[config.mk]
export PLATFORM = sky130hd
export DESIGN_NAME = ethernet_vlan_header_stripper_top
export DESIGN_NICKNAME = d
export VERILOG_FILES = /design/src/hdl/evhs_pkg.sv /design/src/hdl/ethernet_vlan_header_stripper_top.sv
export SDC_FILE = /design/constraint.sdc
export NUM_CORES = 1
export LEC_CHECK = 0
export ABC_AREA = 1
export BUFFER_PORTS_ARGS = -buffer_cell sky130_fd_sc_hd__buf_2
export CORE_MARGIN = 4
export CORE_UTILIZATION = 27
export DETAILED_ROUTE_END_ITERATION = 12
export GPL_TIMING_DRIVEN = 1
export PLACE_DENSITY = 0.41
export SKIP_CTS_REPAIR_TIMING = 1
export SYNTH_ARGS = -nofsm -noshare
export SYNTH_HDL_FRONTEND = slang
export SYNTH_SLANG_ARGS = --single-unit
export TNS_END_PERCENT = 5
[constraint.sdc]
create_clock -name clk -period 6.76 [get_ports clk]
set_input_delay 0.338 -clock clk [delete_from_list [all_inputs] [get_ports clk]]
set_output_delay 0.338 -clock clk [all_outputs]
set_load 0.05 [all_outputs]
[src/hdl/evhs_pkg.sv]
package evhs_pkg;

  // Frame header layout, in byte positions counted from zero.
  localparam int unsigned POS_W = 5;
  localparam logic [POS_W-1:0] DEST_END_POS    = 5'd6;
  localparam logic [POS_W-1:0] SRC_END_POS     = 5'd12;
  localparam logic [POS_W-1:0] BASE_HEADER_END = 5'd13;
  localparam logic [POS_W-1:0] TAG_BYTES       = 5'd4;
  localparam logic [POS_W-1:0] VID_LEAD        = 5'd2;

  // Most stacked tags taken before the next ethertype counts as the payload type.
  localparam logic [1:0] MAX_TAGS = 2'd2;

  localparam int unsigned MAC_W  = 48;
  localparam int unsigned VID_W  = 12;
  localparam int unsigned TYPE_W = 16;

  localparam logic [TYPE_W-1:0] VLAN_TAG_TYPE_RESET = 16'h8100;
  localparam logic [VID_W-1:0]  DEFAULT_VID_RESET   = 12'h000;

  typedef enum logic [1:0] {
    KIND_HEADER  = 2'd0,
    KIND_PAYLOAD = 2'd1,
    KIND_RUNT    = 2'd2
  } result_kind_t;

  typedef enum logic [1:0] {
    REG_VLAN_TAG_TYPE      = 2'd0,
    REG_DEFAULT_OUTER_VLAN = 2'd1,
    REG_DEFAULT_INNER_VLAN = 2'd2
  } cfg_reg_t;

endpackage

[src/hdl/ethernet_vlan_header_stripper_top.sv]
// Channel  | Handshake             | Fields
// ---------+-----------------------+------------------------------------------------
// frame in | in_valid / in_stall   | frame_byte, frame_end
// result   | out_valid / out_stall | result_kind through payload_type (eight fields)
// config   | cfg_write             | cfg_index, cfg_data
//
// Each accepted byte is parsed in the cycle of its transfer, and its result, if any, is
// held in the output register from the next cycle on.
// One byte is taken per cycle; only a result stalled in the output register stalls the
// input, until that result transfers.
// Reset (rst, synchronous, active high) empties the output register, returns the parser
// to the start of a frame and loads the configuration registers' reset values.
module ethernet_vlan_header_stripper_top (
  input  logic                          clk,
  input  logic                          rst,
  input  logic                          in_valid,
  output logic                          in_stall,
  input  logic [7:0]                    frame_byte,
  input  logic                          frame_end,
  output logic                          out_valid,
  input  logic                          out_stall,
  output evhs_pkg::result_kind_t        result_kind,
  output logic [7:0]                    payload_byte,
  output logic                          payload_end,
  output logic [evhs_pkg::MAC_W-1:0]    dest_mac,
  output logic [evhs_pkg::MAC_W-1:0]    src_mac,
  output logic [evhs_pkg::VID_W-1:0]    outer_vlan_id,
  output logic [evhs_pkg::VID_W-1:0]    inner_vlan_id,
  output logic [evhs_pkg::TYPE_W-1:0]   payload_type,
  input  logic                          cfg_write,
  input  logic [1:0]                    cfg_index,
  input  logic [evhs_pkg::TYPE_W-1:0]   cfg_data
);
  import evhs_pkg::*;

  // Configuration registers.
  logic [TYPE_W-1:0] vlan_tag_type;
  logic [VID_W-1:0]  default_outer_vlan;
  logic [VID_W-1:0]  default_inner_vlan;

  // Parser state. The capture registers need no reset: every bit is written before
  // it can reach a header result.
  logic [POS_W-1:0]  byte_position, byte_position_next;
  logic [POS_W-1:0]  header_end_position, header_end_position_next;
  logic [1:0]        tags_seen, tags_seen_next;
  logic              in_payload, in_payload_next;
  logic [MAC_W-1:0]  dest_shift, dest_shift_next;
  logic [MAC_W-1:0]  src_shift, src_shift_next;
  logic [TYPE_W-1:0] word_shift, word_shift_next;
  logic [VID_W-1:0]  outer_capture, outer_capture_next;
  logic [VID_W-1:0]  inner_capture, inner_capture_next;

  // Result computed for the byte now being transferred in.
  logic              res_valid;
  result_kind_t      res_kind;
  logic [7:0]        res_byte;
  logic              res_end;
  logic [MAC_W-1:0]  res_dest;
  logic [MAC_W-1:0]  res_src;
  logic [VID_W-1:0]  res_outer;
  logic [VID_W-1:0]  res_inner;
  logic [TYPE_W-1:0] res_type;

  logic in_fire;
  logic out_fire;

  assign out_fire = out_valid & ~out_stall;
  assign in_stall = out_valid & out_stall;
  assign in_fire  = in_valid & ~in_stall;

  always_ff @(posedge clk) begin
    if (rst) begin
      vlan_tag_type      <= VLAN_TAG_TYPE_RESET;
      default_outer_vlan <= DEFAULT_VID_RESET;
      default_inner_vlan <= DEFAULT_VID_RESET;
    end else if (cfg_write) begin
      case (cfg_index)
        REG_VLAN_TAG_TYPE:      vlan_tag_type      <= cfg_data;
        REG_DEFAULT_OUTER_VLAN: default_outer_vlan <= cfg_data[VID_W-1:0];
        REG_DEFAULT_INNER_VLAN: default_inner_vlan <= cfg_data[VID_W-1:0];
        default: ;
      endcase
    end
  end

  // One pass over the incoming byte. Header bytes shift into the address and word
  // registers; the end of each tag either extends the header or closes it.
  always_comb begin
    byte_position_next       = byte_position;
    header_end_position_next = header_end_position;
    tags_seen_next           = tags_seen;
    in_payload_next          = in_payload;
    dest_shift_next          = dest_shift;
    src_shift_next           = src_shift;
    word_shift_next          = word_shift;
    outer_capture_next       = outer_capture;
    inner_capture_next       = inner_capture;

    res_valid = 1'b0;
    res_kind  = KIND_HEADER;
    res_byte  = '0;
    res_end   = 1'b0;
    res_dest  = '0;
    res_src   = '0;
    res_outer = '0;
    res_inner = '0;
    res_type  = '0;

    if (in_payload) begin
      res_valid = 1'b1;
      res_kind  = KIND_PAYLOAD;
      res_byte  = frame_byte;
      res_end   = frame_end;
      if (frame_end) begin
        in_payload_next          = 1'b0;
        byte_position_next       = '0;
        header_end_position_next = BASE_HEADER_END;
        tags_seen_next           = '0;
      end
    end else begin
      word_shift_next = {word_shift[7:0], frame_byte};
      if (byte_position < DEST_END_POS) begin
        dest_shift_next = {dest_shift[MAC_W-9:0], frame_byte};
      end else if (byte_position < SRC_END_POS) begin
        src_shift_next = {src_shift[MAC_W-9:0], frame_byte};
      end

      // The tag id word is complete two bytes before the end of its tag.
      if (tags_seen != 2'd0 && byte_position + VID_LEAD == header_end_position) begin
        if (tags_seen == 2'd1) begin
          outer_capture_next = word_shift_next[VID_W-1:0];
        end else begin
          inner_capture_next = word_shift_next[VID_W-1:0];
        end
      end

      if (byte_position == header_end_position &&
          !(word_shift_next == vlan_tag_type && tags_seen < MAX_TAGS)) begin
        res_valid = 1'b1;
        res_kind  = KIND_HEADER;
        res_end   = frame_end;
        res_dest  = dest_shift_next;
        res_src   = src_shift_next;
        res_outer = (tags_seen >= 2'd1) ? outer_capture : default_outer_vlan;
        res_inner = (tags_seen >= 2'd2) ? inner_capture : default_inner_vlan;
        res_type  = word_shift_next;
        if (frame_end) begin
          byte_position_next       = '0;
          header_end_position_next = BASE_HEADER_END;
          tags_seen_next           = '0;
        end else begin
          in_payload_next    = 1'b1;
          byte_position_next = byte_position + 5'd1;
        end
      end else begin
        if (byte_position == header_end_position) begin
          tags_seen_next           = tags_seen + 2'd1;
          header_end_position_next = header_end_position + TAG_BYTES;
        end
        if (frame_end) begin
          // The frame closed inside its header: report a runt and start over.
          res_valid                = 1'b1;
          res_kind                 = KIND_RUNT;
          res_end                  = 1'b1;
          byte_position_next       = '0;
          header_end_position_next = BASE_HEADER_END;
          tags_seen_next           = '0;
        end else begin
          byte_position_next = byte_position + 5'd1;
        end
      end
    end
  end

  always_ff @(posedge clk) begin
    if (rst) begin
      byte_position       <= '0;
      header_end_position <= BASE_HEADER_END;
      tags_seen           <= '0;
      in_payload          <= 1'b0;
    end else if (in_fire) begin
      byte_position       <= byte_position_next;
      header_end_position <= header_end_position_next;
      tags_seen           <= tags_seen_next;
      in_payload          <= in_payload_next;
    end
  end

  always_ff @(posedge clk) begin
    if (in_fire) begin
      dest_shift    <= dest_shift_next;
      src_shift     <= src_shift_next;
      word_shift    <= word_shift_next;
      outer_capture <= outer_capture_next;
      inner_capture <= inner_capture_next;
    end
  end

  // Output register: loads on every transfer in, emptied when its result transfers out.
  always_ff @(posedge clk) begin
    if (rst) begin
      out_valid <= 1'b0;
    end else if (in_fire) begin
      out_valid <= res_valid;
    end else if (out_fire) begin
      out_valid <= 1'b0;
    end
  end

  always_ff @(posedge clk) begin
    if (in_fire && res_valid) begin
      result_kind   <= res_kind;
      payload_byte  <= res_byte;
      payload_end   <= res_end;
      dest_mac      <= res_dest;
      src_mac       <= res_src;
      outer_vlan_id <= res_outer;
      inner_vlan_id <= res_inner;
      payload_type  <= res_type;
    end
  end

  // The header end always sits a whole number of tags past the untagged header.
  a_header_end_tracks_tags: assert property (@(posedge clk) disable iff (rst)
    header_end_position == BASE_HEADER_END + TAG_BYTES * {3'd0, tags_seen} &&
    tags_seen <= MAX_TAGS)
    else $error("header end position out of step with tag count");

  // Once in the payload, the position rests just past the header end.
  a_payload_position: assert property (@(posedge clk) disable iff (rst)
    in_payload |-> byte_position == header_end_position + 5'd1)
    else $error("payload entered at the wrong byte position");

  // A runt result always closes its frame.
  a_runt_ends_frame: assert property (@(posedge clk) disable iff (rst)
    out_valid && result_kind == KIND_RUNT |-> payload_end)
    else $error("runt result without end mark");

  // A result that ends a frame leaves the parser at the start of the next one.
  a_end_clears_parser: assert property (@(posedge clk) disable iff (rst)
    in_fire && res_valid && res_end |=> !in_payload && byte_position == '0)
    else $error("parser not cleared after frame end");

endmodule

======== After elaboration in Yosys (flattened, before gate mapping) ========
Cells that the tools add are included.
storage, ports and cells
  register bits ........................... 329
  word-level logic and storage cells ...... 95
  output and inout bits ................... 149
  bits of input ports ..................... 32
cells by class
  equal/unequal tests ..................... 7
  magnitude comparators ................... 5
  reductions and logical operators ........ 19
  bitwise logic cells ..................... 8
  add/subtract/negate cells ............... 4
  multiplexer cells ....................... 30
operators with widths
  cell                   count
  $mux W48               3
  $mux W5                8
  $mux W12               2
  $eq A16 B16 Y1         1
  $mux W2                6
  $reduce_and A2 Y1      6
  $mux W1                11
  $eq A5 B5 Y1           2
  $reduce_and A4 Y1      2
  $add A5 B1 Y5 const B  1
  $add A5 B2 Y5 const B  1
  $add A5 B3 Y5 const B  1
  $lt A5 B3 Y1 const B   1
  $lt A5 B4 Y1 const B   1
  $not A1 Y1             5
  $eq A2 B1 Y1 const B   2
  $logic_and A1 B1 Y1    4
  $reduce_bool A2 Y1     2
  $reduce_bool A4 Y1     1
  $reduce_or A2 Y1       2
  $and A1 B1 Y1          3
  $add A2 B1 Y2 const B  1
  $eq A2 B2 Y1 const B   1
  $ge A2 B1 Y1 const B   1
  other kinds (5)        5

======== Depth between registers and ports, before layout ========
  depth in word-level cells ............... 7
  depth in mapped cells ................... 12

======== Worst setup path after synthesis ========
No wires, ideal clock.
  path kind ............................... register to register
  start point ............................. register out_valid
  end point ............................... register inner_capture[0], enable pin
  arrival ................................. 6.279 ns
  cell stages (with the launch flop) ...... 6
  clock period less this slack ............ 6.660 ns
  slack ................................... 0.100 ns
  cells stage by stage .................... dfxtp_1 > nand2_1 > nand2_1 > nor2_1 > nand3_1 > nor2_1
between the ends
  longest elaborated chain between the ends .. 4
ends and longest elaborated chain
  what                         RTL line                                  RTL
  from (decl)                  ethernet_vlan_header_stripper_top.sv:20   output logic out_valid,
  from (signal assigned)       ethernet_vlan_header_stripper_top.sv:204  out_valid <= res_valid;
  $and A1 B1 Y1                ethernet_vlan_header_stripper_top.sv:68   assign in_stall = out_valid & out_stall;
  $not A1 Y1                   ethernet_vlan_header_stripper_top.sv:69   assign in_fire = in_valid & ~in_stall;
  $and A1 B1 Y1                ethernet_vlan_header_stripper_top.sv:69
  $reduce_and A4 Y1 (no line)  -
  to (signal assigned)         ethernet_vlan_header_stripper_top.sv:195  inner_capture <= inner_capture_next;
  to (decl)                    ethernet_vlan_header_stripper_top.sv:51   logic [VID_W-1:0] inner_capture, inner_capture_next;
Every way passes these cells.
A chain may end at the register's enable or synchronous reset.

======== Worst setup path in the final report ========
  start point ............................. register tags_seen[1]
  end point ............................... register payload_type[11] (netlist bit), enable pin
between the ends
  longest elaborated chain between the ends .. 7
ends and longest elaborated chain
  what                    RTL line                                  RTL
  from (decl)             ethernet_vlan_header_stripper_top.sv:45   logic [1:0] tags_seen, tags_seen_next;
  from (signal assigned)  ethernet_vlan_header_stripper_top.sv:184  tags_seen <= tags_seen_next;
  $lt A2 B2 Y1            ethernet_vlan_header_stripper_top.sv:138  !(word_shift_next == vlan_tag_type && tags_seen < MAX_TAGS)) begin
  $logic_and A1 B1 Y1     ethernet_vlan_header_stripper_top.sv:138
  $logic_not A1 Y1        ethernet_vlan_header_stripper_top.sv:138
  $logic_and A1 B1 Y1     ethernet_vlan_header_stripper_top.sv:137  if (byte_position == header_end_position &&
  $mux W1                 ethernet_vlan_header_stripper_top.sv:137
  $mux W1                 ethernet_vlan_header_stripper_top.sv:109  if (in_payload) begin
  $logic_and A1 B1 Y1     ethernet_vlan_header_stripper_top.sv:211  if (in_fire && res_valid) begin
  to (signal assigned)    ethernet_vlan_header_stripper_top.sv:219  payload_type <= res_type;
  to (decl)               ethernet_vlan_header_stripper_top.sv:29   output logic [evhs_pkg::TYPE_W-1:0] payload_type,
Every way passes these cells.

==> impl_results.md <==
* Status: complete, no violations
* Number of CTS-inserted buffers at 39
* Gate Count Post-Synth at 1273
* Top FF cell, synth: edfxtp_1
* Initial antenna violation count at 0
* Final Cell Area at 16400 sq um
* Max clock buf depth at 3
* Multi-input gate area at 3140 sq um
* DR vias at 8840
* P_sw at 1.14 mW
* Seq/Total Area, Yosys at 68.1%
* Net total in the final layout at 1490
* Setup WS post-layout at 3.32 ns
* Max-cap violation count at 0
* Global route overflow at 0
* Flop pwr share at 50.5%
* Final Skew at 0.00913 ns
* Async S/R FF share, synth at 0%
* CP endpoint kind: flop
* Initial Util at 27.3%
* Layout area overhead at 19.8%
* Clock Latency Late Sink at 0.54 ns
* Io pins at 181
* Port bufs at 180
* 1st-pass router iterations at 5
* Combinational share of power at 7.6%
* Post-Syn Area at 13700 sq um
* First-pass GRT wire length at 53.8 mm
* Net Count, Synth at 1311
* Crit path time final at 3.44 ns
* Max-slew headroom at 25.4%
* FF+latch count, synth at 329
* TNS Setup at 0 ns
* Synth Warn # at 0
* Row Count at 82
* Finished Layout Cells at 2150
* Sink Count at 329
* Die X-Extent at 233 um
* Pins Over Slew Limit at 0
* CP Launch Type: flop
* Filler Cell Count at 5226
* Internal power at 3.48 mW
* Gpl congestion at 0.785
* RSZ-0062 raised after global routing: no
* Drt total wl at 35.8 mm
* Clock-pin slew on the worst setup and hold paths at 0.06 ns
* Dpl ws at 3.21 ns
* Core Region at 50200 sq um
* Share of layout cells above drive strength 1 at 19.2%
* Pin count of the biggest net entering global routing at 105
* Die Ht at 233 um
* Placed cell areas at 15300 sq um
* Switching share of total power at 24.6%
* Antenna viol nets, final at 0
* Hold Path Class: in2reg
* GRT Total Usage at 13.0%
* Diodes inserted at 0
* Worst-margin pin slew at 1.12 ns
* Max FO, Critical Path at 104
* Pwr Total at 4.62 mW
* Via density at 4.11
* H-Tree Depth at 2
* Mapped Avg Cell Area at 10.8 sq um
* Die ar. at 54500 sq um
* Final setup violating endpoints at 0
* Critical Path RT at 6.93 ns
* DP Cell Count at 2083
* Hold Fails Final Rpt at 0
* Setup CP Type: reg2reg
* # DRC at 0
* CTS Root Cell: clkbuf_16
* Drt wl/cell at 16.7 um
* CTS tree: built
* Fin crit share at 50.9%
* Hpwl dp at 23.2 mm
* Clock power share at 41.9%
* Vias in the first global route at 8868
* 1st-iter DRT viols at 563
* Register area at 9340 sq um
* VDD IR max at 0.142 mV
* PwrDens at 281 nW/um^2
* CP Data Arrival Time at 3.61 ns
* Post-synth EDFFs at 275
* Number of distinct library cells after synthesis at 26
* Leakage power at 6.93 nW
* Peak Freq at 291 MHz
final timing paths:
path | startpoint | to | slack [ns] | depth (start not counted)
hold reg to reg | default_inner_vlan[6] | default_inner_vlan[6] | 0.45 | 2
hold / removal | rst | byte_position[1] | 0.04 | 2
setup / recovery | tags_seen[1] | payload_type[11] | 3.32 | 9
setup reg to reg | tags_seen[1] | payload_type[11] | 3.32 | 9
cell usage after synthesis, types with 8 or more instances:
master	count	area, sq um
nand2_1	201	754
edfxtp_1	275	8260
clkbuf_1	26	97.6
nor2_1	125	469
dfxtp_1	54	1080
a21oi_1	57	285
buf_2	19	95.1
nor2_4	41	462
nand3_1	19	95.1
o21ai_0	139	696
xnor2_1	8	70.1
inv_1	266	998
o21ai_1	10	50.1
cell usage in the layout, fill, tap and decap left out:
cell type and instances:
nor2_1 124, o21ai_0 139, a21oi_1 57, dfxtp_1 54, inv_2 1, nor4_1 2
nand4_1 3, xnor2_1 8, clkbuf_8 2, buf_2 180, o21ai_1 10, o211ai_1 2
clkinv_4 1, nor2_4 42, inv_6 2, clkinv_1 11, clkbuf_1 10, ha_1 6
inv_1 265, nand3_4 3, nand3_1 17, edfxtp_1 275, nand3b_1 2, buf_4 9
nor2_2 1, nor3_1 4, clkbuf_16 39, nand2_1 201, xor2_1 4, clkinv_2 2
bufinv_16 1, or2_2 1
registers in the layout, summed over array words and instances (netlist names), 16 cells and up:
signal,cells
dest_mac,48
src_mac,48
src_shift,48
payload_type,16
dest_shift,48
vlan_tag_type,16
power groups by stage:
stage	Sequential (mW)	Clock [mW]	Combinational, mW
final	2.33	1.94	0.351
after global routing	2.34	2.09	0.389
after CTS	2.33	2.02	0.359
after detailed placement	2.38	0	0.357
after global placement	2.37	0	0.356
after floorplan	2.47	0	0.151
layer usage:
metal | up-vias | routed length, um | track usage (%)
met5 | - | 0 | 0
met4 | 0 | 841 | 3.94
met3 | 54 | 1690 | 2.99
met2 | 173 | 16900 | 21.2
met1 | 4157 | 16400 | 17.3
li1 | 4456 | - | -
per-stage QoR:
step           hold WS, ns  utilization, %
2_1_floorplan        0.407               -
3_3_place_gp         0.434            30.5
3_5_place_dp         0.439            30.5
4_1_cts           -0.00994            32.7
5_1_grt             0.0296            32.7
6_report            0.0443            32.7
worst max-delay path, cell delays in order (launching register included):
cell,delay [ns]
dfxtp_1,0.70
a21oi_1,0.08
nand3_1,0.11
nor2_1,0.05
nand3_1,0.16
nand2_1,0.24
nand2_1,0.11
nand2_1,0.13
inv_6,0.74
buf_4,0.63
logic make-up (layout without fill, tap and decap cells):
group | Yosys count | after routing | share of synthesized area (%)
AND/OR/NAND/NOR | 400 | 400 | 13.6
buffers and inverters | 318 | 523 | 9.32
adder cells (fa/ha/maj) | 6 | 6 | 0.547
XOR/XNOR | 12 | 12 | 0.766
flip-flops | 329 | 329 | 68.1
AO/OA/AOI/OAI | 208 | 208 | 7.63
layout make-up:
| cell class | instances | share of cell area [%] |
|---|---|---|
| Multi-Input combinational cell | 626 | 19.1 |
| Clock inverter | 16 | 0.602 |
| Tap cell | 672 | 5.12 |
| Inverter | 267 | 6.13 |
| Timing Repair Buffer | 189 | 5.89 |
| Sequential cell | 329 | 56.8 |
| Clock buffer | 51 | 6.34 |
No activity file was read; power rests on OpenSTA's default activity.
